### src/rtl/pms_pkg.sv
// Shared types and codes for the Post machine stepper.
package pms_pkg;

    // Function select of an input item
    localparam logic FUNC_APPEND = 1'b0;
    localparam logic FUNC_STEP   = 1'b1;

    // Instruction operation codes
    localparam logic [2:0] OP_SET   = 3'd0;
    localparam logic [2:0] OP_CLEAR = 3'd1;
    localparam logic [2:0] OP_LEFT  = 3'd2;
    localparam logic [2:0] OP_RIGHT = 3'd3;
    localparam logic [2:0] OP_CHECK = 3'd4;
    localparam logic [2:0] OP_HALT  = 3'd5;

    // Result status codes
    localparam logic [1:0] ST_OK   = 2'd0;
    localparam logic [1:0] ST_FULL = 2'd1;
    localparam logic [1:0] ST_HALT = 2'd2;
    localparam logic [1:0] ST_ERR  = 2'd3;

    // Input item
    typedef struct packed {
        logic       func;
        logic [2:0] op_code;
        logic [8:0] target_one;
        logic [8:0] target_two;
    } t_in;

    // Result item
    typedef struct packed {
        logic [1:0] status;
        logic [7:0] counter_out;
        logic [9:0] head_out;
        logic       cell_out;
        logic [8:0] program_length;
    } t_out;

    // Program store entry
    typedef struct packed {
        logic [2:0] op_code;
        logic [8:0] target_one;
        logic [8:0] target_two;
    } t_instr;

    // Controller states
    typedef enum logic [2:0] {
        S_CLEAR,
        S_IDLE,
        S_DECODE,
        S_LOAD,
        S_EMIT
    } t_state;

    // Controller to datapath commands
    typedef struct packed {
        logic capture;
        logic clear_wr;
        logic decode;
        logic load_cell;
        logic load_out;
    } t_dp_cmd;

    // Datapath to controller status
    typedef struct packed {
        logic clear_last;
        logic move;
        logic out_free;
    } t_dp_sts;

endpackage

### src/rtl/pms_ctrl.sv
// Controller state machine for the Post machine stepper.
module pms_ctrl (
    input  logic             i_clk,
    input  logic             i_rst_n,
    input  logic             i_in_valid,
    output logic             o_in_ready,
    input  pms_pkg::t_dp_sts i_sts,
    output pms_pkg::t_dp_cmd o_cmd
);

    pms_pkg::t_state r_state;
    pms_pkg::t_state n_state;

    // State register
    always_ff @(posedge i_clk) begin
        if (!i_rst_n) begin
            r_state <= pms_pkg::S_CLEAR;
        end else begin
            r_state <= n_state;
        end
    end

    // Next state
    always_comb begin
        n_state = r_state;
        case (r_state)
            pms_pkg::S_CLEAR: begin
                if (i_sts.clear_last) begin
                    n_state = pms_pkg::S_IDLE;
                end
            end
            pms_pkg::S_IDLE: begin
                if (i_in_valid) begin
                    n_state = pms_pkg::S_DECODE;
                end
            end
            pms_pkg::S_DECODE: begin
                if (i_sts.move) begin
                    n_state = pms_pkg::S_LOAD;
                end else if (i_sts.out_free) begin
                    n_state = pms_pkg::S_IDLE;
                end else begin
                    n_state = pms_pkg::S_EMIT;
                end
            end
            pms_pkg::S_LOAD: begin
                if (i_sts.out_free) begin
                    n_state = pms_pkg::S_IDLE;
                end else begin
                    n_state = pms_pkg::S_EMIT;
                end
            end
            pms_pkg::S_EMIT: begin
                if (i_sts.out_free) begin
                    n_state = pms_pkg::S_IDLE;
                end
            end
            default: begin
                n_state = pms_pkg::S_CLEAR;
            end
        endcase
    end

    // Commands per state
    always_comb begin
        o_in_ready       = 1'b0;
        o_cmd            = '0;
        case (r_state)
            pms_pkg::S_CLEAR: begin
                o_cmd.clear_wr = 1'b1;
            end
            pms_pkg::S_IDLE: begin
                o_in_ready    = 1'b1;
                o_cmd.capture = i_in_valid;
            end
            pms_pkg::S_DECODE: begin
                o_cmd.decode   = 1'b1;
                o_cmd.load_out = !i_sts.move && i_sts.out_free;
            end
            pms_pkg::S_LOAD: begin
                o_cmd.load_cell = 1'b1;
                o_cmd.load_out  = i_sts.out_free;
            end
            pms_pkg::S_EMIT: begin
                o_cmd.load_out = i_sts.out_free;
            end
            default: begin
                o_in_ready = 1'b0;
            end
        endcase
    end

endmodule

### config.mk
export PLATFORM = sky130hd
export DESIGN_NAME = pms_ctrl
export DESIGN_NICKNAME = d
export VERILOG_FILES = /design/src/rtl/pms_pkg.sv /design/src/rtl/pms_ctrl.sv
export SDC_FILE = /design/constraint.sdc
export NUM_CORES = 1
export LEC_CHECK = 0
export ABC_AREA = 1
export BUFFER_PORTS_ARGS = -buffer_cell sky130_fd_sc_hd__buf_2
export CAP_MARGIN = 15
export CORE_AREA = 2 2 39 41
export CTS_BUF_LIST = sky130_fd_sc_hd__clkbuf_8
export CTS_CLUSTER_DIAMETER = 40
export CTS_CLUSTER_SIZE = 14
export DETAILED_ROUTE_END_ITERATION = 6
export DIE_AREA = 0 0 41 43
export MAX_ROUTING_LAYER = met4
export PLACE_DENSITY = 0.47
export SLEW_MARGIN = 20
export SYNTH_ARGS = -nofsm -noshare
export SYNTH_HDL_FRONTEND = slang
export SYNTH_SLANG_ARGS = --single-unit
### constraint.sdc
create_clock -name i_clk -period 1.12 [get_ports i_clk]
set_input_delay 0.112 -clock i_clk [delete_from_list [all_inputs] [get_ports i_clk]]
set_output_delay 0.112 -clock i_clk [all_outputs]
set_load 0.1 [all_outputs]
==> impl_metrics.py, run 1 <==
metrics = {
    "drt": {
        "firstDrtPassIters": 3,
        "viasPerCell": 4.05,
        "drt_wl_total_um": 707,
        "drtIter0Drc": 1,
        "wl_per_cell_um": 8.52,
        "vias": 336,
        "drc": 0,
        "ant_nets": 0,
    },
    "clock_network": {
        "numCtsBuffers": 3,
        "cts_max_level": 1,
        "root_buffer": "clkbuf_8",
        "tritoncts": "done",
        "cts_sinks": 3,
        "worstSkewPairLatency_ns": 0.21,
        "clk_pin_slew_ns": 0.03,
        "cts_max_path_buffers": 2,
    },
    "global_route": {
        "grt.overflow.total": 0,
        "grt_max_degree": 5,
        "grt_pass1_vias": 306,
        "grt_pass1_wl_um": 1160,
        "antenna_found_initial": 0,
        "grt_util_all_layers": 0.101,
    },
    "synthesis": {
        "yosysWarnings": 0,
        "synth_area_per_cell_sq_um": 6.26,
        "synth_nets": 48,
        "synthCells": 42,
        "yosys_register_bits": 3,
        "synth.distinct_cells": 14,
        "syn_area_sq_um": 263,
        "ys_seq_area_frac": 0.229,
    },
    "worst_hold_path": {
        "hold_class": "in -> reg",
        "min_from": "i_rst_n",
    },
    "layout": {
        "stdcell_area_sq_um": 673,
        "multi_input_area_sq_um": 249,
        "largest_reg_flops": 3,
        "reg_top3": "r_state x3",
        "syn_to_final_growth_pct": 156,
        "drive_above_1_share": 0.716,
        "final_nets": 74,
        "regMostFlops": "r_state",
        "regArea_sq_um": 71.3,
        "nFillCells": 128,
        "fin_util": 0.486,
        "finalNonFillerCells": 83,
        "antenna_cells": 0,
    },
    "timing": {
        "fin_ws_ns": -0.210,
        "holdWs_ns": 0.153,
        "slew_viol_final": 0,
        "rsz0062_at_grt": "yes",
        "min_period_over_period": 1.19,
        "period_minus_slack_ns": 1.33,
        "skew_ns": 0.000994,
        "relSlewSlack": 0.832,
        "fmax_ghz": 0.752,
        "worstMarginPinSlew_ns": 0.250,
        "timing.final.hold_violations": 0,
        "report.final.setup_viol": 6,
    },
    "worst_setup_path": {
        "reg2reg_slack_ns": 0.10,
        "r2r-start": "r_state[0]",
        "cp-end-kind": "output pin",
        "arrival_ns": 1.22,
        "crit_type": "reg -> out",
        "path_max_fanout": 4,
        "critPathRequiredTime_ns": 1.01,
        "critPathLaunch": "r_state[1]",
        "start_kind": "register",
    },
    "power_and_ir_drop": {
        "pwr-share-comb": 0.556,
        "ir_drop_mv": 0.903,
        "total_power_w": 0.000983,
        "clkPwrFrac": 0.304,
        "swShare": 0.417,
        "switchingPower_w": 0.000410,
        "power_density_nw_per_um2": 1460,
        "p_leak_nw": 0.290,
        "power.internal_w": 0.000573,
        "p_seq_frac": 0.140,
    },
    "place": {
        "post_dp_cell_area_sq_um": 532,
        "port_buffers": 11,
        "place_inst": 77,
        "gp_congestion": 0.803,
        "hpwl_um": 560,
    },
    "outcome": {
        "status": "complete, but fails checks",
        "failed_checks": "setup timing",
    },
    "floorplanning": {
        "start_util": 0.190,
        "io_pins": 12,
        "die_y_um": 43,
        "die-area_sq_um": 1760,
        "row_count": 14,
        "core_area_sq_um": 1380,
        "die_x_um": 41,
    },
    "flow_run": {
        "cap_violations": 0,
    },
}
stage by stage:
stage               setup slack (ns)  TNS (ns)
floorplan                     -0.502     -1.96
global placement              -0.147    -0.155
detailed placement            -0.150    -0.156
CTS                           -0.222    -0.975
global route                  -0.258     -1.28
finish                        -0.210    -0.977
layer usage:
layer,share of wire,GRT usage,vias to the layer above
li1,-,-,181
met1,0.40,0.122,148
met2,0.54,0.141,7
met3,0.051,0.0471,0
met4,0,0.0400,0
met5,0,-,-
power by group through the flow:
stage                     Combinational [W]  Clock [W]  Sequential [W]
final                              0.000546   0.000298        0.000138
after detailed placement           0.000486          0        0.000133
after floorplan                    0.000304          0        0.000144
after CTS                          0.000516   0.000309        0.000132
after global routing               0.000574   0.000325        0.000141
after global placement             0.000487          0        0.000133
cell usage after synthesis, drive strengths merged:
cell / count / area (sq um)
buf: 1 / 7.51
nand3: 6 / 50.1
nand2: 5 / 21.3
dfxtp: 3 / 60.1
a21oi: 2 / 10.0
nor4: 1 / 6.26
inv: 8 / 30.0
clkinv: 1 / 3.75
nor3: 2 / 20.0
nor2: 13 / 53.8
what timing repair did:
item                                   CTS  global route
buffers inserted                         2             1
gates resized for setup                  9            12
endpoints found under the hold margin    0             0
pin swaps                                4             7
setup endpoints to repair                6             8
hold buffers                             0             0
layout by cell type, fill, tap and decap left out:
cell | Yosys | final
inv_8 | 0 | 1
nand2_2 | 1 | 1
dfxtp_4 | 0 | 3
nor2_4 | 0 | 6
nor3_4 | 0 | 1
inv_2 | 2 | 1
inv_1 | 6 | 7
a21oi_1 | 2 | 1
a21oi_2 | 0 | 1
nor2_1 | 11 | 4
nand2_1 | 4 | 4
nand3_4 | 0 | 2
nand3_1 | 2 | 2
buf_2 | 0 | 5
nand3_2 | 4 | 2
clkinv_1 | 1 | 1
buf_6 | 0 | 5
buf_12 | 0 | 6
clkbuf_8 | 0 | 3
buf_4 | 1 | 6
nor2_2 | 2 | 3
nor3_2 | 2 | 1
nor4_4 | 0 | 1
cells by family (layout without fill, tap and decap cells):
kind of cell	Yosys count	count (layout)	synth area share
AO/OA/AOI/OAI	2	2	0.0381
buffers and inverters	10	35	0.157
flip-flops	3	3	0.229
AND/OR/NAND/NOR	27	27	0.576
final cells by class:
cell class,instances,area share
Clock buffer,3,0.0613
Sequential cell,3,0.106
Multi-Input combinational cell,29,0.370
Timing Repair Buffer,22,0.366
Tap cell,16,0.0297
Inverter,9,0.0613
Clock inverter,1,0.00558
final timing paths:
check / endpoint / cells after the start
setup / recovery: o_cmd[4] / 3
hold / removal: r_state[0] / 3
setup reg to reg: r_state[1] / 5
hold reg to reg: r_state[2] / 3
worst max-delay path, cell delays in order, from the launching register on:
cell	delay (ns)
dfxtp_4	0.36
buf_6	0.13
nor4_4	0.31
buf_12	0.21
Power figures use the tool's default switching activity.
==> inputs of run 2 (changes only) <==
- SKIP_CTS_REPAIR_TIMING: unset -> 1
==> run 2 against run 1 <==
  * The flow still finishes with violations (setup timing)
  * Design area down 9.9%
  * Sequential cell count unchanged
  * Count of clock-buffer cells in the layout unchanged
  * Non-clock buffer count down 2
  * Wire length down 10%
  * Largest cell class is now buffers
  * Highest routed layer unchanged
==> impl_metrics.py, run 2 (same netlist as run 1, synthesis figures left out) <==
metrics = {
    "floorplanning": {
        "row_count": 14,
        "io_pins": 12,
        "start_util": 0.190,
        "die_y_um": 43,
        "die-area_sq_um": 1760,
        "die_x_um": 41,
        "core_area_sq_um": 1380,
    },
    "timing": {
        "slew_viol_final": 0,
        "period_minus_slack_ns": 1.33,
        "skew_ns": 0.000990,
        "min_period_over_period": 1.19,
        "report.final.setup_viol": 6,
        "fin_ws_ns": -0.214,
        "worstMarginPinSlew_ns": 0.251,
        "fmax_ghz": 0.750,
        "relSlewSlack": 0.832,
        "timing.final.hold_violations": 0,
        "holdWs_ns": 0.152,
        "rsz0062_at_grt": "yes",
    },
    "layout": {
        "layout_common_cells": "inv_1 (7), buf_4 (7), nor2_1 (6), buf_12 (6), buf_2 (5)",
        "syn_to_final_growth_pct": 131,
        "drive_above_1_share": 0.677,
        "fin_util": 0.439,
        "final_nets": 72,
        "largest_reg_flops": 3,
        "regMostFlops": "r_state",
        "antenna_cells": 0,
        "finalNonFillerCells": 81,
        "nFillCells": 131,
        "stdcell_area_sq_um": 607,
        "reg_top3": "r_state x3",
    },
    "power_and_ir_drop": {
        "p_leak_nw": 0.271,
        "total_power_w": 0.000927,
        "power_density_nw_per_um2": 1530,
        "ir_drop_mv": 0.852,
    },
    "worst_hold_path": {
        "hold_class": "in -> reg",
        "min_path_cells": 3,
        "min_from": "i_rst_n",
    },
    "place": {
        "place_inst": 77,
        "post_dp_cell_area_sq_um": 532,
        "hpwl_um": 560,
        "gp_congestion": 0.803,
        "port_buffers": 11,
    },
    "outcome": {
        "status": "complete, but fails checks",
        "failed_checks": "setup timing",
    },
    "worst_setup_path": {
        "reg2regPathDepth": 6,
        "arrival_ns": 1.22,
        "critPathRequiredTime_ns": 1.01,
        "path_max_fanout": 4,
        "r2r-start": "r_state[1]",
        "critPathSlowestCell": "dfxtp_2",
        "crit_type": "reg -> out",
        "reg2reg_slack_ns": 0.14,
        "crit_path_end": "o_cmd[4]",
        "r2r_end": "r_state[0]",
        "cp_top_family": "buffers and inverters",
        "worst-path-stages": 3,
        "critPathLaunch": "r_state[1]",
        "worstPathCellList": "buf_4 -> nor4_4 -> buf_12",
        "slowest_delay_ns": 0.33,
        "cp-end-kind": "output pin",
        "crit_buf_inv": 2,
        "start_kind": "register",
    },
    "clock_network": {
        "worstSkewPairLatency_ns": 0.21,
        "cts_sinks": 3,
        "tritoncts": "done",
        "numCtsBuffers": 3,
        "root_buffer": "clkbuf_8",
        "cts_max_level": 1,
        "clk_pin_slew_ns": 0.03,
        "cts_max_path_buffers": 2,
    },
    "drt": {
        "vias": 314,
        "firstDrtPassIters": 1,
        "drtIter0Drc": 0,
        "wl_per_cell_um": 7.81,
        "viasPerCell": 3.88,
        "ant_nets": 0,
        "drc": 0,
        "drt_wl_total_um": 633,
    },
    "global_route": {
        "grt.overflow.total": 0,
        "grt_pass1_vias": 282,
        "antenna_found_initial": 0,
        "grt_util_all_layers": 0.0925,
        "grt_pass1_wl_um": 1060,
        "grt_max_degree": 5,
    },
    "flow_run": {
        "cap_violations": 0,
    },
}
## run 2: cell types whose count changed in the layout (fill, tap and decap cells not counted), sizes merged
cell  previous run  this run
buf             22        20
## run 2: tightest hold or removal path: stages
cell     delay [ns]
buf_2          0.10
nand3_1        0.07
nor2_1         0.04
## run 2: how the worst min path moves through the flow
stage	to
after detailed placement	r_state[0]
after CTS	r_state[0]
after global routing	r_state[2]
after floorplan	r_state[0]
final	r_state[0]
after global placement	r_state[0]
## run 2: stage by stage
stage          setup slack (ns)  TNS (ns)
2_1_floorplan            -0.502     -1.96
3_3_place_gp             -0.147    -0.155
3_5_place_dp             -0.150    -0.156
4_1_cts                  -0.382     -1.17
5_1_grt                  -0.272     -1.21
6_report                 -0.214    -0.856
## run 2: per-layer routing
metal,part of all wire,GRT usage
met5,0,-
met4,0,0.0400
met3,0.057,0.0471
met2,0.51,0.125
met1,0.43,0.112
## run 2: area by class of cell
type                       instances  area [sq um]  share of cell area
sequential                         3          68.8               0.113
timing repair buffer              20           220               0.363
clock buffer                       3          41.3              0.0680
multi-input combinational         29           214               0.353
clock inverter                     1          3.75             0.00619
tap                               16          20.0              0.0330
inverter                           9          38.8              0.0639
## run 2: power breakdown
part           leakage, nW  switching [W]  internal [W]
combinational        0.218       0.000304      0.000194
clock               0.0269      0.0000658      0.000233
sequential          0.0264      0.0000127      0.000119
==> inputs of run 3 (changes only) <==
- CORE_AREA: 2 2 39 41 -> 4 4 41 43
- DIE_AREA: 0 0 41 43 -> 0 0 45 47
==> run 3 against run 2 <==
  * The flow still finishes with violations (setup timing)
  * Design area grew 4.1%
  * Core utilization grew 4.7 points
  * Largest power group unchanged
  * Register-to-register slack worse by 0.03 ns
  * Highest routed layer unchanged
  * Cell count decreased by 2.5%
  * Power increased by 1.3%
==> impl_metrics.py, run 3 (same netlist as run 1, synthesis figures left out) <==
metrics = {
    "worst_setup_path": {
        "slowest_delay_ns": 0.33,
        "r2r-start": "r_state[1]",
        "critPathRequiredTime_ns": 1.01,
        "crit_buf_inv": 2,
        "reg2regPathDepth": 6,
        "r2r_end": "r_state[0]",
        "start_kind": "register",
        "cp-end-kind": "output pin",
        "reg2reg_slack_ns": 0.11,
        "critPathSlowestCell": "dfxtp_2",
        "cp_top_family": "buffers and inverters",
        "path_max_fanout": 3,
        "arrival_ns": 1.17,
        "cp_common_cell": "buf_12",
        "worst-path-stages": 3,
        "crit_type": "reg -> out",
        "critPathLaunch": "r_state[2]",
        "crit_path_end": "o_cmd[4]",
        "worstPathCellList": "buf_12 -> nor4_4 -> buf_12",
    },
    "timing": {
        "timing.final.hold_violations": 0,
        "rsz0062_at_grt": "yes",
        "worstMarginPinSlew_ns": 0.253,
        "report.final.setup_viol": 6,
        "skew_ns": 0.000513,
        "slew_viol_final": 0,
        "period_minus_slack_ns": 1.28,
        "fmax_ghz": 0.779,
        "relSlewSlack": 0.830,
        "min_period_over_period": 1.15,
        "fin_ws_ns": -0.164,
    },
    "floorplanning": {
        "die_y_um": 47,
        "core_area_sq_um": 1300,
        "start_util": 0.202,
        "io_pins": 12,
        "die_x_um": 45,
        "row_count": 13,
        "die-area_sq_um": 2120,
    },
    "layout": {
        "largest_reg_flops": 3,
        "final_nets": 71,
        "reg_top3": "r_state x3",
        "stdcell_area_sq_um": 632,
        "drive_above_1_share": 0.703,
        "nFillCells": 133,
        "multi_input_area_sq_um": 231,
        "regArea_sq_um": 68.8,
        "layout_common_cells": "buf_12 (7), inv_1 (6), nor2_4 (5), nor2_1 (5), buf_2 (5)",
        "syn_to_final_growth_pct": 140,
        "final_common_cell": "buf_12",
        "finalNonFillerCells": 79,
        "antenna_cells": 0,
        "regMostFlops": "r_state",
    },
    "drt": {
        "viasPerCell": 4.08,
        "ant_nets": 0,
        "drtIter0Drc": 0,
        "wl_per_cell_um": 8.39,
        "vias": 322,
        "firstDrtPassIters": 1,
        "drc": 0,
        "drt_wl_total_um": 663,
    },
    "clock_network": {
        "cts_sinks": 3,
        "tritoncts": "done",
        "worstSkewPairLatency_ns": 0.21,
        "root_buffer": "clkbuf_8",
        "cts_max_level": 1,
        "cts_max_path_buffers": 2,
        "numCtsBuffers": 3,
        "clk_pin_slew_ns": 0.03,
    },
    "outcome": {
        "status": "complete, but fails checks",
        "failed_checks": "setup timing",
    },
    "place": {
        "place_inst": 74,
        "hpwl_um": 599,
        "port_buffers": 11,
        "gp_congestion": 0.742,
        "post_dp_cell_area_sq_um": 543,
    },
    "power_and_ir_drop": {
        "ir_drop_mv": 0.658,
        "p_leak_nw": 0.272,
        "power_density_nw_per_um2": 1490,
    },
    "worst_hold_path": {
        "hold_class": "in -> reg",
    },
    "flow_run": {
        "cap_violations": 0,
    },
    "global_route": {
        "grtUsageMet1": 0.0682,
        "antenna_found_initial": 0,
        "grt_pass1_vias": 299,
        "grt_use_met3": 0.0115,
        "grt.overflow.total": 0,
        "grt_busiest_layer": "met2",
        "met2_usage": 0.133,
        "grt_max_degree": 6,
        "grt_pass1_wl_um": 1060,
        "grt_util_all_layers": 0.0726,
    },
}
==> run 3: worst min-delay path by stage <==
stage	from	end	slack [ns]	cells after the start
6_report	i_rst_n	r_state[0]	0.15	3
4_1_cts	i_rst_n	r_state[0]	0.15	3
5_1_grt	i_rst_n	r_state[0]	0.16	3
2_1_floorplan	i_rst_n	r_state[0]	0.25	2
3_3_place_gp	i_rst_n	r_state[1]	0.38	3
3_5_place_dp	i_rst_n	r_state[0]	0.37	3
==> run 3: per-layer routing <==
layer / share of wire / routed length, um
met1: 0.38 / 252
met2: 0.56 / 372
met3: 0.059 / 39
met4: 0 / 0
met5: 0 / 0
==> run 3: final cells by class <==
type / instances / share of cell area
multi-input combinational: 29 / 0.366
timing repair buffer: 19 / 0.362
sequential: 3 / 0.109
clock buffer: 3 / 0.0653
inverter: 9 / 0.0614
tap: 15 / 0.0297
clock inverter: 1 / 0.00594
==> run 3: per-stage QoR <==
step                      utilization  power [W]  setup WS (ns)  hold slack [ns]  TNS [ns]
after floorplan                     -   0.000448         -0.502            0.248     -1.96
after global routing            0.486   0.000984         -0.216            0.160    -0.911
after global placement          0.417   0.000612        -0.0530            0.379   -0.0530
after CTS                       0.452   0.000911         -0.256            0.155     -1.07
final                           0.486   0.000939         -0.164            0.154    -0.655
after detailed placement        0.417   0.000612        -0.0198            0.372   -0.0198
==> run 3: worst min-delay path, delay by kind of cell <==
kind,cells,cell delay (ns)
simple gates,2,0.11
buf+inv,1,0.10
==> run 3: power by group <==
group	internal (W)	total, W	switching, W	leakage, nW
registers	0.000120	0.000140	0.0000200	0.0264
clock network	0.000232	0.000293	0.0000609	0.0269
logic	0.000196	0.000506	0.000310	0.219
total	0.000548	0.000939	0.000391	0.272
